## src/hw/rtl/lrast_pkg.sv

```systemverilog
`timescale 1ns / 1ps
// ============================================================================
// lrast_pkg
// Shared types and codes of the line rasterizer: coordinate, offset and mask
// widths, and the command operation codes.
// ============================================================================
package lrast_pkg;

    // Field widths fixed by the item formats, and the error term width.
    localparam int X_W    = 10;
    localparam int Y_W    = 9;
    localparam int OFF_W  = 15;
    localparam int MASK_W = 8;
    localparam int ERR_W  = 12;

    typedef logic [X_W-1:0]    t_xcoord;
    typedef logic [Y_W-1:0]    t_ycoord;
    typedef logic [OFF_W-1:0]  t_offset;
    typedef logic [MASK_W-1:0] t_mask;

    // Command operation codes.
    localparam logic OP_START   = 1'b0;
    localparam logic OP_ADVANCE = 1'b1;

endpackage

```

## src/hw/rtl/lrast_cmd_if.sv

```systemverilog
`timescale 1ns / 1ps
// ============================================================================
// lrast_cmd_if
// Command channel: a start item with both endpoints, or an advance item.
// ============================================================================
interface lrast_cmd_if;
    import lrast_pkg::*;

    logic    valid;
    logic    ready;
    logic    operation;
    t_xcoord x_start;
    t_ycoord y_start;
    t_xcoord x_end;
    t_ycoord y_end;

    modport source (
        output valid, operation, x_start, y_start, x_end, y_end,
        input  ready
    );
    modport sink (
        input  valid, operation, x_start, y_start, x_end, y_end,
        output ready
    );
endinterface

```

## src/hw/rtl/lrast_pix_if.sv

```systemverilog
`timescale 1ns / 1ps
// ============================================================================
// lrast_pix_if
// Pixel channel: one drawn pixel with its framebuffer byte offset and mask.
// ============================================================================
interface lrast_pix_if;
    import lrast_pkg::*;

    logic    valid;
    logic    ready;
    t_xcoord pixel_x;
    t_ycoord pixel_y;
    t_offset byte_offset;
    t_mask   bit_mask;
    logic    last_pixel;

    modport source (
        output valid, pixel_x, pixel_y, byte_offset, bit_mask, last_pixel,
        input  ready
    );
    modport sink (
        input  valid, pixel_x, pixel_y, byte_offset, bit_mask, last_pixel,
        output ready
    );
endinterface

```

## src/hw/rtl/line_rasterizer_interleaved_fb.sv

```systemverilog
`timescale 1ns / 1ps
// Latency: a result appears in the cycle after its advance item is accepted.
// Throughput: one item per cycle; the Bresenham step is a single pass of
// adds and compares on the state registers, and the output register frees
// the command side whenever its item is taken or absent.
// Reset (synchronous, active low) leaves the block idle with no pending item.
// ============================================================================
// line_rasterizer_interleaved_fb
// Bresenham line rasterizer in all octants that emits one pixel per advance
// item while a line is in progress, with its byte offset and bit mask in a
// four-bank interleaved monochrome framebuffer.
// ============================================================================
module line_rasterizer_interleaved_fb #(
    parameter int ROW_BYTES   = 90,
    parameter int BANK_STRIDE = 8192
) (
    input  logic         i_clk,
    input  logic         i_rst_n,
    lrast_cmd_if.sink    i_cmd,
    lrast_pix_if.source  o_pix
);
    import lrast_pkg::*;

    // Line state.
    logic                    r_busy, n_busy;
    t_xcoord                 r_cur_x, n_cur_x;
    t_ycoord                 r_cur_y, n_cur_y;
    t_xcoord                 r_tgt_x, n_tgt_x;
    t_ycoord                 r_tgt_y, n_tgt_y;
    logic                    r_x_neg, n_x_neg;
    logic                    r_y_neg, n_y_neg;
    logic [X_W-1:0]          r_dx, n_dx;
    logic [X_W-1:0]          r_dy, n_dy;
    logic signed [ERR_W-1:0] r_err, n_err;

    // Output register.
    logic    r_out_valid, n_out_valid;
    t_xcoord r_px;
    t_ycoord r_py;
    t_offset r_off;
    t_mask   r_mask;
    logic    r_last;

    logic                  w_in_acc;
    logic                  w_emit;
    logic                  w_last;
    t_offset               w_offset;
    t_mask                 w_mask;
    logic signed [ERR_W:0] w_e2;
    logic signed [ERR_W:0] w_dx_s;
    logic signed [ERR_W:0] w_dy_s;
    logic signed [ERR_W:0] w_err_sum;
    logic                  w_step_x;
    logic                  w_step_y;

    // The command side is free whenever the output register empties this cycle.
    assign i_cmd.ready = !r_out_valid || o_pix.ready;
    assign w_in_acc    = i_cmd.valid && i_cmd.ready;
    assign w_emit      = w_in_acc && (i_cmd.operation == OP_ADVANCE) && r_busy;
    assign w_last      = (r_cur_x == r_tgt_x) && (r_cur_y == r_tgt_y);

    // Address of the current pixel.
    lrast_addr #(
        .ROW_BYTES   (ROW_BYTES),
        .BANK_STRIDE (BANK_STRIDE)
    ) u_addr (
        .i_x      (r_cur_x),
        .i_y      (r_cur_y),
        .o_offset (w_offset),
        .o_mask   (w_mask)
    );

    // Bresenham decision on the doubled error term.
    assign w_e2      = {r_err, 1'b0};
    assign w_dx_s    = $signed({{(ERR_W + 1 - X_W){1'b0}}, r_dx});
    assign w_dy_s    = $signed({{(ERR_W + 1 - X_W){1'b0}}, r_dy});
    assign w_step_x  = w_e2 >= -w_dy_s;
    assign w_step_y  = w_e2 <= w_dx_s;
    assign w_err_sum = $signed({r_err[ERR_W-1], r_err})
                       - (w_step_x ? w_dy_s : '0)
                       + (w_step_y ? w_dx_s : '0);

    // Next line state.
    always_comb begin
        n_busy  = r_busy;
        n_cur_x = r_cur_x;
        n_cur_y = r_cur_y;
        n_tgt_x = r_tgt_x;
        n_tgt_y = r_tgt_y;
        n_x_neg = r_x_neg;
        n_y_neg = r_y_neg;
        n_dx    = r_dx;
        n_dy    = r_dy;
        n_err   = r_err;
        if (w_in_acc && (i_cmd.operation == OP_START)) begin
            // A start loads a new line and abandons any line in progress.
            n_busy  = 1'b1;
            n_cur_x = i_cmd.x_start;
            n_cur_y = i_cmd.y_start;
            n_tgt_x = i_cmd.x_end;
            n_tgt_y = i_cmd.y_end;
            n_x_neg = !(i_cmd.x_start < i_cmd.x_end);
            n_y_neg = !(i_cmd.y_start < i_cmd.y_end);
            n_dx    = (i_cmd.x_start > i_cmd.x_end) ? (i_cmd.x_start - i_cmd.x_end)
                                                    : (i_cmd.x_end - i_cmd.x_start);
            n_dy    = X_W'((i_cmd.y_start > i_cmd.y_end) ? (i_cmd.y_start - i_cmd.y_end)
                                                         : (i_cmd.y_end - i_cmd.y_start));
            n_err   = $signed(ERR_W'(n_dx)) - $signed(ERR_W'(n_dy));
        end else if (w_emit) begin
            if (w_last) begin
                n_busy = 1'b0;
            end else begin
                n_err = w_err_sum[ERR_W-1:0];
                if (w_step_x) begin
                    n_cur_x = r_x_neg ? (r_cur_x - 1'b1) : (r_cur_x + 1'b1);
                end
                if (w_step_y) begin
                    n_cur_y = r_y_neg ? (r_cur_y - 1'b1) : (r_cur_y + 1'b1);
                end
            end
        end
    end

    // Output register occupancy.
    always_comb begin
        n_out_valid = r_out_valid;
        if (w_emit) begin
            n_out_valid = 1'b1;
        end else if (o_pix.ready) begin
            n_out_valid = 1'b0;
        end
    end

    // Control and line state registers.
    always_ff @(posedge i_clk) begin
        if (!i_rst_n) begin
            r_busy      <= 1'b0;
            r_out_valid <= 1'b0;
            r_cur_x     <= '0;
            r_cur_y     <= '0;
            r_tgt_x     <= '0;
            r_tgt_y     <= '0;
            r_x_neg     <= 1'b0;
            r_y_neg     <= 1'b0;
            r_dx        <= '0;
            r_dy        <= '0;
            r_err       <= '0;
        end else begin
            r_busy      <= n_busy;
            r_out_valid <= n_out_valid;
            r_cur_x     <= n_cur_x;
            r_cur_y     <= n_cur_y;
            r_tgt_x     <= n_tgt_x;
            r_tgt_y     <= n_tgt_y;
            r_x_neg     <= n_x_neg;
            r_y_neg     <= n_y_neg;
            r_dx        <= n_dx;
            r_dy        <= n_dy;
            r_err       <= n_err;
        end
    end

    // Result payload is captured with each emitted pixel.
    always_ff @(posedge i_clk) begin
        if (w_emit) begin
            r_px   <= r_cur_x;
            r_py   <= r_cur_y;
            r_off  <= w_offset;
            r_mask <= w_mask;
            r_last <= w_last;
        end
    end

    assign o_pix.valid       = r_out_valid;
    assign o_pix.pixel_x     = r_px;
    assign o_pix.pixel_y     = r_py;
    assign o_pix.byte_offset = r_off;
    assign o_pix.bit_mask    = r_mask;
    assign o_pix.last_pixel  = r_last;
endmodule

```

## src/hw/rtl/lrast_addr.sv

```systemverilog
`timescale 1ns / 1ps
// ============================================================================
// lrast_addr
// Framebuffer address of a pixel in the four-bank interleaved layout:
// (y/4)*ROW_BYTES + (y mod 4)*BANK_STRIDE + x/8, wrapped to the offset width,
// and the one-hot mask with the leftmost pixel in the MSB.
// ============================================================================
module lrast_addr #(
    parameter int ROW_BYTES   = 90,
    parameter int BANK_STRIDE = 8192
) (
    input  lrast_pkg::t_xcoord i_x,
    input  lrast_pkg::t_ycoord i_y,
    output lrast_pkg::t_offset o_offset,
    output lrast_pkg::t_mask   o_mask
);
    import lrast_pkg::*;

    t_offset w_row_part;
    t_offset w_bank_part;
    t_offset w_byte_part;

    // All terms are taken modulo the offset width, so truncated operands suffice.
    assign w_row_part  = OFF_W'(i_y[Y_W-1:2]) * OFF_W'(ROW_BYTES);
    assign w_bank_part = OFF_W'(i_y[1:0]) * OFF_W'(BANK_STRIDE);
    assign w_byte_part = OFF_W'(i_x[X_W-1:3]);
    assign o_offset    = w_row_part + w_bank_part + w_byte_part;

    // The leftmost pixel of a byte is the most significant bit.
    assign o_mask = t_mask'(8'h80) >> i_x[2:0];
endmodule

```

## src/flat_wrapper.sv

```systemverilog
// flat-port wrapper written by rule: the top's interface ports become plain ports
module line_rasterizer_interleaved_fb_flat import lrast_pkg::*;
#(
    parameter int ROW_BYTES   = 90,
    parameter int BANK_STRIDE = 8192
)
  (i_clk, i_rst_n, i_cmd_valid, i_cmd_operation, i_cmd_x_start, i_cmd_y_start, i_cmd_x_end, i_cmd_y_end, i_cmd_ready, o_pix_valid, o_pix_pixel_x, o_pix_pixel_y, o_pix_byte_offset, o_pix_bit_mask, o_pix_last_pixel, o_pix_ready);
  lrast_cmd_if i_cmd_i ();
  lrast_pix_if o_pix_i ();
  input  logic i_clk;
  input  logic i_rst_n;
  input wire logic [$bits(i_cmd_i.valid)-1:0] i_cmd_valid;
  input wire logic [$bits(i_cmd_i.operation)-1:0] i_cmd_operation;
  input wire logic [$bits(i_cmd_i.x_start)-1:0] i_cmd_x_start;
  input wire logic [$bits(i_cmd_i.y_start)-1:0] i_cmd_y_start;
  input wire logic [$bits(i_cmd_i.x_end)-1:0] i_cmd_x_end;
  input wire logic [$bits(i_cmd_i.y_end)-1:0] i_cmd_y_end;
  output wire logic [$bits(i_cmd_i.ready)-1:0] i_cmd_ready;
  output wire logic [$bits(o_pix_i.valid)-1:0] o_pix_valid;
  output wire logic [$bits(o_pix_i.pixel_x)-1:0] o_pix_pixel_x;
  output wire logic [$bits(o_pix_i.pixel_y)-1:0] o_pix_pixel_y;
  output wire logic [$bits(o_pix_i.byte_offset)-1:0] o_pix_byte_offset;
  output wire logic [$bits(o_pix_i.bit_mask)-1:0] o_pix_bit_mask;
  output wire logic [$bits(o_pix_i.last_pixel)-1:0] o_pix_last_pixel;
  input wire logic [$bits(o_pix_i.ready)-1:0] o_pix_ready;
  assign i_cmd_i.valid = i_cmd_valid;
  assign i_cmd_i.operation = i_cmd_operation;
  assign i_cmd_i.x_start = i_cmd_x_start;
  assign i_cmd_i.y_start = i_cmd_y_start;
  assign i_cmd_i.x_end = i_cmd_x_end;
  assign i_cmd_i.y_end = i_cmd_y_end;
  assign i_cmd_ready = i_cmd_i.ready;
  assign o_pix_valid = o_pix_i.valid;
  assign o_pix_pixel_x = o_pix_i.pixel_x;
  assign o_pix_pixel_y = o_pix_i.pixel_y;
  assign o_pix_byte_offset = o_pix_i.byte_offset;
  assign o_pix_bit_mask = o_pix_i.bit_mask;
  assign o_pix_last_pixel = o_pix_i.last_pixel;
  assign o_pix_i.ready = o_pix_ready;
  line_rasterizer_interleaved_fb #(.ROW_BYTES(ROW_BYTES), .BANK_STRIDE(BANK_STRIDE)) u_core (.i_clk(i_clk), .i_rst_n(i_rst_n), .i_cmd(i_cmd_i), .o_pix(o_pix_i));
endmodule
```

## config.mk

```make
export PLATFORM = sky130hd
export DESIGN_NAME = line_rasterizer_interleaved_fb_flat
export DESIGN_NICKNAME = d
export VERILOG_FILES = /design/src/hw/rtl/lrast_pkg.sv /design/src/hw/rtl/lrast_cmd_if.sv /design/src/hw/rtl/lrast_pix_if.sv /design/src/hw/rtl/line_rasterizer_interleaved_fb.sv /design/src/hw/rtl/lrast_addr.sv /design/src/flat_wrapper.sv
export SDC_FILE = /design/constraint.sdc
export NUM_CORES = 1
export LEC_CHECK = 0
export CORE_UTILIZATION = 60
export CTS_BUF_LIST = sky130_fd_sc_hd__clkbuf_4
export CTS_CLUSTER_DIAMETER = 100
export DETAILED_ROUTE_END_ITERATION = 8
export DONT_BUFFER_PORTS = 1
export PLACE_DENSITY = 0.77
export RECOVER_POWER = 50
export SLEW_MARGIN = 20
export SYNTH_ARGS = -nofsm -noshare
export SYNTH_HDL_FRONTEND = slang
export SYNTH_SLANG_ARGS = --single-unit
```

## constraint.sdc

```tcl
create_clock -name i_clk -period 5.2 [get_ports i_clk]
set_input_delay 1.3 -clock i_clk [delete_from_list [all_inputs] [get_ports i_clk]]
set_output_delay 1.3 -clock i_clk [all_outputs]
set_load 0.005 [all_outputs]
```

==> impl_metrics.json <==
{
  "status": "finished, violations left",
  "failed_checks": "max-capacitance violations, max-slew violations",
  "cts-buffers-inserted": 17,
  "setup_tns_ps": 0,
  "synth_area_in_compound_gates_pct": 17.91,
  "cellInternalPower_mw": 2.013,
  "crit_type": "register to register",
  "tritoncts_num_sinks": 116,
  "routed_wirelength_um": 24090,
  "clock_path_buffers": 2,
  "ioPinCount": 88,
  "leakage_nw": 4.603,
  "synthesis.nets": 1314,
  "switching_share_pct": 41.47,
  "ys_top_cells_by_area": "sky130_fd_sc_hd__ha_1, sky130_fd_sc_hd__dfxtp_1, sky130_fd_sc_hd__edfxtp_1, sky130_fd_sc_hd__xnor2_1, sky130_fd_sc_hd__fa_1",
  "post_cts.repair.setup_buffers": 0,
  "fin_crit_ps": 4931,
  "setup_viol": 0,
  "grt_max_degree": 47,
  "simple_logic_cell_fraction_of_the_synthesized_area_pct": 13.72,
  "rows": 46,
  "grt_usage_pct": 29.82,
  "synth_top_family_by_area": "adder cells",
  "max-slew-margin-rel_pct": -58.15,
  "drtPass1Iterations": 6,
  "num_vias": 8053,
  "synthDominantCellAreaShare_pct": 16.51,
  "timing.final.crit_share_pct": 94.83,
  "yosysSeqAreaShare_pct": 28.27,
  "final_critical_path_setup_slack_ps": 268.7,
  "postSynthRegisterBits": 116,
  "ys_dominant_reg_cell": "sky130_fd_sc_hd__dfxtp_1",
  "route.antenna.remaining_nets": 0,
  "cellPowerDensity_nw_per_um2": 334.2,
  "postSynthAreaPerCell_um2": 8.687,
  "routed_via_density": 5.970,
  "detailedRoute.firstIterationViolations": 651,
  "critPathMaxFanout": 9,
  "synth_xor_area_share_pct": 8.304,
  "clk_root_buffer_cell": "sky130_fd_sc_hd__clkbuf_4",
  "floorplan.initialDensity_pct": 61.30,
  "synth_edf_count": 42,
  "critPathRequiredTime_ps": 5630,
  "synthDistinctLibCells": 69,
  "skew_ps": 21.85,
  "least_margin_pin_slew_ps": 2372,
  "clkTransAtPathRegs_ps": 120,
  "area_growth_pct": 6.035,
  "ctsHtreeMaxLevel": 4,
  "maxCapViolCount": 2,
  "syn-instance-count": 1117,
  "post_route_cells_drive_above_1_share_pct": 6.360,
  "cts.hold.buffers_added": 0,
  "globalplace.congestion": 0.9732,
  "sequentialPowerShare_pct": 32.0,
  "numPortBuffers": 0,
  "clock_latency_ps": 550,
  "post_synth_fa_ha_maj_area_fraction_pct": 21.87,
  "cts_tree": "yes",
  "synth.mux.area_fraction_pct": 2.734,
  "timing_hold_violations_final": 0,
  "die_w_um": 129.2,
  "clockPowerShare_pct": 18.1,
  "dp_worst_setup_slack_ps": 82.04,
  "endpoint_kind": "register",
  "startpoint_type": "register",
  "dieHeight_um": 129.2,
  "critical_path_arrival_ps": 5360,
  "final_net_count": 1316,
  "min-delay-path-class": "register to register",
  "power.combinational.fraction_pct": 49.9,
  "hpwlAfterDp_um": 18580,
  "power.switching_mw": 1.426,
  "first_global_vias": 7741,
  "synth.largest_area_cell": "sky130_fd_sc_hd__ha_1",
  "fp.coreArea_um2": 15830,
  "fmaxAchievable_mhz": 202.8,
  "routed_wire_length_per_instance_um": 17.85,
  "antenna_found_initial": 1,
  "report.final.slew_viol_count": 90,
  "synthesis.yosys.warnings": 0,
  "grt_pass1_wl_um": 38440,
  "vdd_ir_drop_max_mv": 0.1325,
  "mappedNetlistArea_um2": 9703,
  "drc": 0,
  "floorplan.die_area_um2": 16680,
  "asyncSetResetFlopFracSynth_pct": 0,
  "grt.overflow.total": 0
}
layout by cell type (no fill, tap or decap), types with 4 or more instances in the layout:
cell	n
sky130_fd_sc_hd__o21bai_1	8
sky130_fd_sc_hd__clkinvlp_4	4
sky130_fd_sc_hd__clkinv_1	4
sky130_fd_sc_hd__o211ai_1	7
sky130_fd_sc_hd__dfxtp_1	73
sky130_fd_sc_hd__nor4_1	6
sky130_fd_sc_hd__a21o_1	19
sky130_fd_sc_hd__or3_1	4
sky130_fd_sc_hd__xnor2_1	62
sky130_fd_sc_hd__clkbuf_4	19
sky130_fd_sc_hd__nor2_1	61
sky130_fd_sc_hd__mux2i_1	22
sky130_fd_sc_hd__nand2_1	82
sky130_fd_sc_hd__nor2b_1	23
sky130_fd_sc_hd__a21oi_1	100
sky130_fd_sc_hd__nand3_1	12
sky130_fd_sc_hd__o21ai_0	57
sky130_fd_sc_hd__xor2_1	30
sky130_fd_sc_hd__o21ai_1	5
sky130_fd_sc_hd__ha_1	127
sky130_fd_sc_hd__nand2b_1	14
sky130_fd_sc_hd__a211oi_1	25
sky130_fd_sc_hd__nand4_1	8
sky130_fd_sc_hd__inv_1	136
sky130_fd_sc_hd__and2_1	7
sky130_fd_sc_hd__or4_1	4
sky130_fd_sc_hd__and3_1	10
sky130_fd_sc_hd__nor3_1	22
sky130_fd_sc_hd__edfxtp_1	42
sky130_fd_sc_hd__o21a_1	7
sky130_fd_sc_hd__fa_1	25
sky130_fd_sc_hd__a31oi_1	8
sky130_fd_sc_hd__buf_4	21
stage by stage:
stage	utilization (%)	hold slack, ps	instances	power [mW]	instance area, um^2
2_1_floorplan	-	406.4	1117	2.352	9703
3_3_place_gp	63.08	458.0	1316	2.704	9983
3_5_place_dp	63.08	460.8	1316	2.736	9983
4_1_cts	64.68	477.5	1348	3.359	10240
5_1_grt	65.00	496.1	1349	3.687	10290
6_report	65.00	477.1	1349	3.439	10290
cells in the mapped netlist, drive strengths merged (3+ instances only):
cell type    n
nor4         7
a211oi      26
xnor2       62
o21a         7
nor3b        3
clkbuf      26
a21oi      102
o21ai       63
nand3       13
or3          4
fa          26
dfxtp       74
and3        10
nor2        63
buf         15
o31ai        3
nand4        8
nor2b       23
and2         8
edfxtp      42
mux2i       23
xor2        30
or4          4
and4         3
inv        138
nor3        23
a221oi       3
nand2       83
o311ai       4
o2111ai      3
a41oi        3
o21bai       8
nand2b      14
o211ai       7
o21ba        3
a31oi        8
a21o        19
ha         128
critical path, stage by stage (launching register included):
cell and delay [ps]:
sky130_fd_sc_hd__dfxtp_2 360, sky130_fd_sc_hd__or4_1 540, sky130_fd_sc_hd__nor2_2 170, sky130_fd_sc_hd__nand2_2 110
sky130_fd_sc_hd__nor4_4 220, sky130_fd_sc_hd__ha_1 280, sky130_fd_sc_hd__a21oi_1 160, sky130_fd_sc_hd__nor2b_1 60
sky130_fd_sc_hd__o22ai_1 140, sky130_fd_sc_hd__nand2_1 120, sky130_fd_sc_hd__o21ai_2 180, sky130_fd_sc_hd__buf_6 150
sky130_fd_sc_hd__nor2b_1 70, sky130_fd_sc_hd__fa_1 520, sky130_fd_sc_hd__inv_1 60, sky130_fd_sc_hd__ha_1 370
sky130_fd_sc_hd__nand2_1 110, sky130_fd_sc_hd__o21ai_0 130, sky130_fd_sc_hd__nor4_1 390, sky130_fd_sc_hd__o311ai_0 250
sky130_fd_sc_hd__xnor2_1 200, sky130_fd_sc_hd__nand2_1 70, sky130_fd_sc_hd__o21ai_0 70, sky130_fd_sc_hd__a21oi_1 80
path summary, 6_finish.rpt:
check	slack [ps]	endpoint	cells past startpoint	start
setup reg to reg	270	u_core.r_err[9]	23	u_core.r_dy[3]
hold reg to reg	480	u_core.r_tgt_y[1]	2	u_core.r_tgt_y[1]
hold / removal	480	u_core.r_tgt_y[1]	2	u_core.r_tgt_y[1]
setup / recovery	270	u_core.r_err[9]	23	u_core.r_dy[3]
cell families (layout without fill, tap and decap cells):
kind of cell / after synthesis / count (layout)
adder cells (fa/ha/maj): 154 / 154
flip-flops: 116 / 116
XOR/XNOR: 92 / 92
other: 0 / 1
buffers and inverters: 179 / 194
AO/OA/AOI/OAI: 278 / 278
multiplexers: 25 / 25
AND/OR/NAND/NOR: 273 / 273
state kept, by name, indices dropped and copies added (netlist names):
register / flops
u_core.o_pix.pixel_y: 9
u_core.r_tgt_x: 10
u_core.r_cur_y: 9
u_core.r_x_neg: 1
u_core.r_err: 12
u_core.r_dx: 10
u_core.o_pix.last_pixel: 1
u_core.r_dy: 10
u_core.o_pix.pixel_x: 9
u_core.r_tgt_y: 9
u_core.o_pix.valid: 1
u_core.o_pix.bit_mask: 8
u_core.r_y_neg: 1
u_core.o_pix.byte_offset: 15
u_core.r_busy: 1
u_core.r_cur_x: 10
layer usage:
layer / vias to the layer above / track usage (%) / wire length [um]
met3: 47 / 6.813 / 1753
li1: 3900 / - / -
met4: 0 / 8.720 / 478
met2: 284 / 48.04 / 11000
met5: - / 0 / 0
met1: 3822 / 39.90 / 10860
power groups by stage:
stage          clock network (mW)  logic [mW]  registers [mW]
2_1_floorplan                   0        1.27            1.08
3_3_place_gp                    0        1.59            1.12
3_5_place_dp                    0        1.62            1.12
4_1_cts                     0.628        1.64            1.10
5_1_grt                     0.670        1.91            1.11
6_report                    0.622        1.72            1.10
cell type report:
class | count | area [um^2]
antenna | 1 | 2.502
clock inverter | 13 | 111.4
fill | 1353 | 5539
timing repair buffer | 24 | 176.4
clock buffer | 19 | 142.6
sequential | 116 | 2744
tap | 216 | 270.3
inverter | 138 | 518.0
multi-input combinational | 822 | 6324
repair_timing:
action | 4_1_cts | 5_1_grt
setup endpoints to repair | 0 | 6
hold endpoints to repair | 0 | 0
resized for setup | 0 | 14
Note: power is estimated with default switching activity, not from simulation.
